[config.mk]
export PLATFORM = sky130hd
export DESIGN_NAME = delta_pixel_stream_decoder
export DESIGN_NICKNAME = d
export VERILOG_FILES = /design/src/rtl/dpsd_pkg.sv /design/src/rtl/dpsd_csr.sv /design/src/rtl/dpsd_decode.sv /design/src/rtl/delta_pixel_stream_decoder.sv
export SDC_FILE = /design/constraint.sdc
export NUM_CORES = 1
export LEC_CHECK = 0
export ABC_AREA = 1
export BUFFER_PORTS_ARGS = -buffer_cell sky130_fd_sc_hd__buf_2
export CAP_MARGIN = 20
export CORE_MARGIN = 1.5
export CORE_UTILIZATION = 60
export DETAILED_ROUTE_END_ITERATION = 12
export GPL_TIMING_DRIVEN = 0
export PLACE_DENSITY = 0.76
export REMOVE_ABC_BUFFERS = 1
export SYNTH_ARGS = -nofsm -noshare
export SYNTH_HDL_FRONTEND = slang
export SYNTH_SLANG_ARGS = --single-unit
[constraint.sdc]
create_clock -name clock -period 15.65 [get_ports clock]
set_input_delay 3.13 -clock clock [delete_from_list [all_inputs] [get_ports clock]]
set_output_delay 3.13 -clock clock [all_outputs]
set_load 0.1 [all_outputs]
[src/rtl/dpsd_pkg.sv]
package dpsd_pkg;

   // Field and datapath widths.
   localparam int unsigned BYTE_W      = 8;
   localparam int unsigned PIXEL_W     = 16;
   localparam int unsigned CLAMP_W     = 17;
   localparam int unsigned SUM_W       = 18;
   localparam int unsigned CSR_INDEX_W = 2;
   localparam int unsigned DELTA7_W    = 7;
   localparam int unsigned DELTA14_W   = 14;

   // Configuration register indexes.
   localparam logic [CSR_INDEX_W-1:0] CSR_MODE       = 2'd0;
   localparam logic [CSR_INDEX_W-1:0] CSR_LOW_CLAMP  = 2'd1;
   localparam logic [CSR_INDEX_W-1:0] CSR_HIGH_CLAMP = 2'd2;

   // Configuration reset values.
   localparam logic                       MODE_RESET       = 1'b1;
   localparam logic signed [CLAMP_W-1:0]  LOW_CLAMP_RESET  = 17'sd0;
   localparam logic signed [CLAMP_W-1:0]  HIGH_CLAMP_RESET = 17'sd65535;

   // Code byte bits: a clear top bit marks a short delta, then the next bit
   // separates a literal from a long delta.
   localparam int unsigned CODE_LONG_BIT    = 7;
   localparam int unsigned CODE_LITERAL_BIT = 6;

   // Configuration as seen by the decoder.
   typedef struct packed {
      logic                      compressed_mode;
      logic signed [CLAMP_W-1:0] low_clamp;
      logic signed [CLAMP_W-1:0] high_clamp;
      logic                      restart;
   } cfg_type;

endpackage

[src/rtl/dpsd_csr.sv]
module dpsd_csr (
   input  logic                                  clock,
   input  logic                                  reset,
   input  logic                                  csr_valid,
   output logic                                  csr_ready,
   input  logic [dpsd_pkg::CSR_INDEX_W-1:0]      csr_index,
   input  logic [dpsd_pkg::CLAMP_W-1:0]          csr_wdata,
   output dpsd_pkg::cfg_type                     cfg
);
   import dpsd_pkg::*;

   logic                      mode_ff, mode_in;
   logic signed [CLAMP_W-1:0] low_ff, low_in;
   logic signed [CLAMP_W-1:0] high_ff, high_in;
   logic                      write;
   logic                      restart;

   // Writes are always taken.
   assign csr_ready = 1'b1;
   assign write     = csr_valid && csr_ready;

   // Register decode; an unknown index is ignored.
   always_comb begin
      mode_in = mode_ff;
      low_in  = low_ff;
      high_in = high_ff;
      restart = 1'b0;
      if (write) begin
         unique case (csr_index)
            CSR_MODE: begin
               mode_in = csr_wdata[0];
               restart = 1'b1;
            end
            CSR_LOW_CLAMP:  low_in  = $signed(csr_wdata);
            CSR_HIGH_CLAMP: high_in = $signed(csr_wdata);
            default: ;
         endcase
      end
   end

   always_ff @(posedge clock) begin
      if (reset) begin
         mode_ff <= MODE_RESET;
         low_ff  <= LOW_CLAMP_RESET;
         high_ff <= HIGH_CLAMP_RESET;
      end else begin
         mode_ff <= mode_in;
         low_ff  <= low_in;
         high_ff <= high_in;
      end
   end

   // A mode write also sends the decoder back to a code byte.
   assign cfg.compressed_mode = mode_ff;
   assign cfg.low_clamp       = low_ff;
   assign cfg.high_clamp      = high_ff;
   assign cfg.restart         = restart;

endmodule

[src/rtl/dpsd_decode.sv]
module dpsd_decode (
   input  logic                             clock,
   input  logic                             reset,
   input  dpsd_pkg::cfg_type                cfg,
   input  logic                             in_vld,
   input  logic [dpsd_pkg::BYTE_W-1:0]      in_byte,
   output logic                             in_take,
   output logic                             rsp_valid,
   input  logic                             rsp_ready,
   output logic [dpsd_pkg::PIXEL_W-1:0]     rsp_pixel
);
   import dpsd_pkg::*;

   typedef enum logic [1:0] {
      PH_CODE,
      PH_LIT_HI,
      PH_PAIR_LO,
      PH_D14_LO
   } phase_type;

   phase_type                 phase_ff, phase_in;
   logic [BYTE_W-1:0]         held_ff, held_in;
   logic signed [CLAMP_W-1:0] running_ff, running_in;
   logic                      rsp_vld_ff, rsp_vld_in;
   logic [PIXEL_W-1:0]        rsp_pixel_ff, rsp_pixel_in;

   logic                      emit;
   logic                      use_clamp;
   logic signed [SUM_W-1:0]   running_ext;
   logic signed [SUM_W-1:0]   sum;
   logic signed [SUM_W-1:0]   low_ext;
   logic signed [SUM_W-1:0]   high_ext;
   logic signed [SUM_W-1:0]   raised;
   logic signed [SUM_W-1:0]   clamped;
   logic [PIXEL_W-1:0]        raw_pixel;

   // The byte moves on whenever the result register is free or draining.
   assign in_take = in_vld && (!rsp_vld_ff || rsp_ready);

   assign running_ext = SUM_W'(running_ff);
   assign low_ext     = SUM_W'(cfg.low_clamp);
   assign high_ext    = SUM_W'(cfg.high_clamp);
   assign raw_pixel   = {held_ff, in_byte};

   // Byte decode: next phase, held byte and the unclamped value.
   always_comb begin
      phase_in  = phase_ff;
      held_in   = held_ff;
      sum       = running_ext;
      emit      = 1'b0;
      use_clamp = 1'b0;
      unique case (phase_ff)
         PH_CODE: begin
            if (!cfg.compressed_mode) begin
               held_in  = in_byte;
               phase_in = PH_PAIR_LO;
            end else if (!in_byte[CODE_LONG_BIT]) begin
               sum       = running_ext + SUM_W'($signed(in_byte[DELTA7_W-1:0]));
               emit      = 1'b1;
               use_clamp = 1'b1;
            end else if (in_byte[CODE_LITERAL_BIT]) begin
               phase_in = PH_LIT_HI;
            end else begin
               held_in  = in_byte;
               phase_in = PH_D14_LO;
            end
         end
         PH_LIT_HI: begin
            held_in  = in_byte;
            phase_in = PH_PAIR_LO;
         end
         PH_PAIR_LO: begin
            phase_in  = PH_CODE;
            emit      = 1'b1;
            use_clamp = cfg.compressed_mode;
            sum       = SUM_W'({held_ff, in_byte});
         end
         PH_D14_LO: begin
            phase_in  = PH_CODE;
            emit      = 1'b1;
            use_clamp = 1'b1;
            sum       = running_ext
                      + SUM_W'($signed({held_ff[DELTA14_W-BYTE_W-1:0], in_byte}));
         end
         default: phase_in = PH_CODE;
      endcase
   end

   // Raise to the low bound first, then lower to the high bound.
   assign raised  = (sum < low_ext) ? low_ext : sum;
   assign clamped = (raised > high_ext) ? high_ext : raised;

   // State update and result register.
   always_comb begin
      running_in   = running_ff;
      rsp_pixel_in = rsp_pixel_ff;
      rsp_vld_in   = rsp_vld_ff && !rsp_ready;
      if (in_take && emit) begin
         rsp_vld_in = 1'b1;
         if (use_clamp) begin
            running_in   = clamped[CLAMP_W-1:0];
            rsp_pixel_in = clamped[PIXEL_W-1:0];
         end else begin
            rsp_pixel_in = raw_pixel;
         end
      end
   end

   always_ff @(posedge clock) begin
      if (reset) begin
         phase_ff   <= PH_CODE;
         held_ff    <= '0;
         running_ff <= '0;
         rsp_vld_ff <= 1'b0;
      end else begin
         if (cfg.restart) begin
            phase_ff <= PH_CODE;
         end else if (in_take) begin
            phase_ff <= phase_in;
         end
         if (in_take) begin
            held_ff <= held_in;
         end
         running_ff <= running_in;
         rsp_vld_ff <= rsp_vld_in;
      end
      rsp_pixel_ff <= rsp_pixel_in;
   end

   assign rsp_valid = rsp_vld_ff;
   assign rsp_pixel = rsp_pixel_ff;

endmodule

[src/rtl/delta_pixel_stream_decoder.sv]
// Channel   Ports                                  Direction  Moves
// req       req_valid, req_ready, req_data_byte    in         one stream byte
// rsp       rsp_valid, rsp_ready, rsp_pixel        out        one 16-bit pixel
// csr       csr_valid, csr_ready, csr_index,       in         one register write
//           csr_wdata
//
// One byte is taken per cycle while the result is not stalled; a pixel is offered
// once the byte that completes it moves from the input register into the
// result register.
// Code bytes that start a literal or a long delta give no pixel.
// Reset restores the configuration defaults and clears the running value.
// A stalled result holds the pipeline only once both registers are full.
module delta_pixel_stream_decoder (
   input  logic                                  clock,
   input  logic                                  reset,
   input  logic                                  req_valid,
   output logic                                  req_ready,
   input  logic [dpsd_pkg::BYTE_W-1:0]           req_data_byte,
   output logic                                  rsp_valid,
   input  logic                                  rsp_ready,
   output logic [dpsd_pkg::PIXEL_W-1:0]          rsp_pixel,
   input  logic                                  csr_valid,
   output logic                                  csr_ready,
   input  logic [dpsd_pkg::CSR_INDEX_W-1:0]      csr_index,
   input  logic [dpsd_pkg::CLAMP_W-1:0]          csr_wdata
);
   import dpsd_pkg::*;

   cfg_type           cfg;
   logic              in_vld_ff, in_vld_in;
   logic [BYTE_W-1:0] in_byte_ff, in_byte_in;
   logic              in_take;

   dpsd_csr u_csr (
      .clock     (clock),
      .reset     (reset),
      .csr_valid (csr_valid),
      .csr_ready (csr_ready),
      .csr_index (csr_index),
      .csr_wdata (csr_wdata),
      .cfg       (cfg)
   );

   // Input register: refills in the same cycle that its byte moves on.
   assign req_ready = !in_vld_ff || in_take;

   always_comb begin
      in_vld_in  = in_vld_ff && !in_take;
      in_byte_in = in_byte_ff;
      if (req_valid && req_ready) begin
         in_vld_in  = 1'b1;
         in_byte_in = req_data_byte;
      end
   end

   always_ff @(posedge clock) begin
      if (reset) begin
         in_vld_ff <= 1'b0;
      end else begin
         in_vld_ff <= in_vld_in;
      end
      in_byte_ff <= in_byte_in;
   end

   dpsd_decode u_decode (
      .clock     (clock),
      .reset     (reset),
      .cfg       (cfg),
      .in_vld    (in_vld_ff),
      .in_byte   (in_byte_ff),
      .in_take   (in_take),
      .rsp_valid (rsp_valid),
      .rsp_ready (rsp_ready),
      .rsp_pixel (rsp_pixel)
   );

endmodule
==> results.cfg <==
[clock_network]
cts_inserted_buffers = 9
post_cts_buffers = 0
cts_sinks = 88
max_h_tree_level = 3
post_cts_hold_buffer_count = 0
cts.repair.resized = 0
cts.path.max_buffers = 2
clock_latency_ns = 0.35
cts_root_buffer = clkbuf_16
clock_input_transition_at_the_sequential_cells_of_the_worst_setup_and_hold_paths_ns = 0.06
tritoncts = yes

[worst_hold_path]
min_to = u_csr.low_ff[13]$_SDFFE_PP0P_
min_path_type = flip-flop to flip-flop
min-delay-start = u_csr.low_ff[13]$_SDFFE_PP0P_
whs_path_depth = 2

[die]
die-area_um2 = 12300
fp.dieH_um = 111
io-pin-count = 51
die_width_um = 111
starting_utilization_of_the_core_area = 0.613
core-area_um2 = 11400
row_count = 39

[sta]
setup_viol = 0
post-route-period-util = 0.442
slew_headroom = 0.244
maxClockFrequency_mhz = 145
postLayoutSetupSlackWorst_ns = 8.73
worst_clock_skew_ns = 0.00906
finalMaxSlewViolations = 0
max_slew.worst_pin.slew_ns = 1.13
final.setup.tns_ns = 0
timing.final.crit_period_ns = 6.92
grt_setup_unrepaired = no
timing_hold_violations_final = 0

[drt]
wl_per_cell_um = 15.5
detailed_route_drc_error_count = 0
antenna_left = 0
first_pass_detailed_route_iteration_total = 6
viasPerCell = 5.61
drt-total-wl_mm = 19.2
drtIter0Drc = 514
dr_total_vias = 6929

[synthesis]
yosys.cell_count.top_type = nand2_1
synth.top_cell.area_share = 0.184
synth_enable_flop_cells = 24
synth_top_cells_by_area = dfxtp_1, nand2_1, ha_1
synth_common_cells = nand2_1, inv_1, nand3_1
synth_area_um2 = 6970
synth.distinct_cells = 45
synth_seq_cells = 88
synth_sequential_area_ratio = 0.287
yosysWarnings = 0
synthFlopType = dfxtp_1
synth.largest_area_cell = dfxtp_1
synthesis.area_per_instance_um2 = 6.63
postSynthCellCount = 1051
fraction_of_registers_with_async_set_or_reset_after_synthesis = 0

[grt]
grt_overflow = 0
grtUsageTotal = 0.320
antenna_violations_before_repair = 0
grt_start_max_net_pins = 35
wire_length_of_the_first_global_routing_pass_mm = 31.6
first_global_vias = 6436

[critical_path]
end_kind = primary output
worst_path_required_ns = 12.52
worst-setup-path-type = input pin to primary output
cp-startpoint = rsp_ready
timing.rr.start = in_byte_ff[6]$_DFFE_PP_
reg2reg_depth = 30
timing.rr.end = u_decode.rsp_pixel[6]$_DFFE_PP_
register_to_register_path_setup_slack_ns = 9.04
crit_arrival_ns = 3.79
setup_crit_start_kind = input pin
critical_path_peak_fanout = 3

[layout]
layout-drive-gt1-share = 0.0971
antennaDiodeCount = 0
area_growth_pct = 9.07
fill_cells = 1076
final_nets = 1182

[placed_design]
dp_slack_ns = 8.73
gp_congestion = 0.930
port_buffers = 49
hpwl_reported_at_the_end_of_detailed_placement_mm = 15.0

[pwr]
ir_drop_mv = 0.119
power_mw = 0.955
leakagePower_nw = 3.98
powerDensity_nw_per_um2 = 126

[outcome]
status = complete, no violations

[run]
cap_viol_max_count = 0
[per-stage QoR]
| step | area, µm² | util | instances | hold WS, ns |
|---|---|---|---|---|
| CTS | 7600 | 0.669 | 1235 | 0.498 |
| detailed placement | 7330 | 0.644 | 1219 | 0.490 |
| global route | 7600 | 0.669 | 1235 | 0.520 |
| global placement | 7270 | 0.639 | 1216 | 0.492 |
| finish | 7600 | 0.669 | 1235 | 0.498 |
| floorplan | 6840 | - | 1024 | 0.457 |
[how the worst max path moves through the flow]
stage	end	slack, ns	cells past startpoint
6_report	req_ready	8.73	4
5_1_grt	u_decode.rsp_pixel[14]$_DFFE_PP_	8.43	32
4_1_cts	req_ready	8.73	4
3_5_place_dp	req_ready	8.73	4
3_3_place_gp	req_ready	8.74	4
2_1_floorplan	req_ready	8.58	2
[report_power, final]
part           total (mW)  switching, mW  internal [mW]
registers           0.270         0.0133          0.257
clock network       0.201         0.0936          0.107
logic               0.484          0.336          0.149
total               0.955          0.443          0.513
[critical path, stage by stage]
cell     delay [ns]
buf_2          0.08
inv_1          0.04
nand3_1        0.10
buf_2          0.44
[layer usage]
| metal | vias up | GRT usage | share of wire |
|---|---|---|---|
| met5 | - | 0 | 0 |
| met4 | 0 | 0.110 | 0.026 |
| met3 | 38 | 0.0481 | 0.068 |
| met2 | 231 | 0.519 | 0.45 |
| met1 | 3134 | 0.436 | 0.46 |
| li1 | 3526 | - | - |
[area by class of cell]
cell class,count,area (µm²),area share
tap,143,179,0.0235
clock inverter,7,48.8,0.00642
multi-input combinational,769,4220,0.555
timing repair buffer,52,299,0.0393
inverter,167,627,0.0825
clock buffer,9,225,0.0296
sequential,88,2000,0.263
[cell usage in the layout, fill, tap and decap left out, types with 13 or more instances in the layout]
master    synthesis  routed
nand2_1         276     276
inv_1           163     163
nand3_1          94      94
a21oi_1          79      79
nor2_1           77      76
dfxtp_1          64      64
ha_1             62      62
buf_2             3      49
o21ai_0          43      43
edfxtp_1         24      24
and2_1           17      17
o211ai_1         16      16
nand2_2          13      13
[flip-flops by register name, summed over array words and instances (netlist names)]
| name | cells |
|---|---|
| in_vld_ff | 1 |
| u_decode.rsp_valid | 1 |
| u_csr.low_ff | 17 |
| u_csr.high_ff | 17 |
| u_decode.phase_ff | 2 |
| in_byte_ff | 8 |
| u_csr.mode_ff | 1 |
| u_decode.running_ff | 17 |
| u_decode.rsp_pixel | 16 |
| u_decode.held_ff | 8 |
[cell families after synthesis]
kind of cell / Yosys count / synth area share
buffers and inverters: 194 / 0.108
and+or+nand+nor: 525 / 0.339
other: 1 / 0.000538
DFF: 88 / 0.287
adders and majority gates: 63 / 0.114
xor gates and xnor gates: 3 / 0.00377
AOI/OAI and AO/OA: 177 / 0.147
No activity file was read; power rests on OpenSTA's default activity.
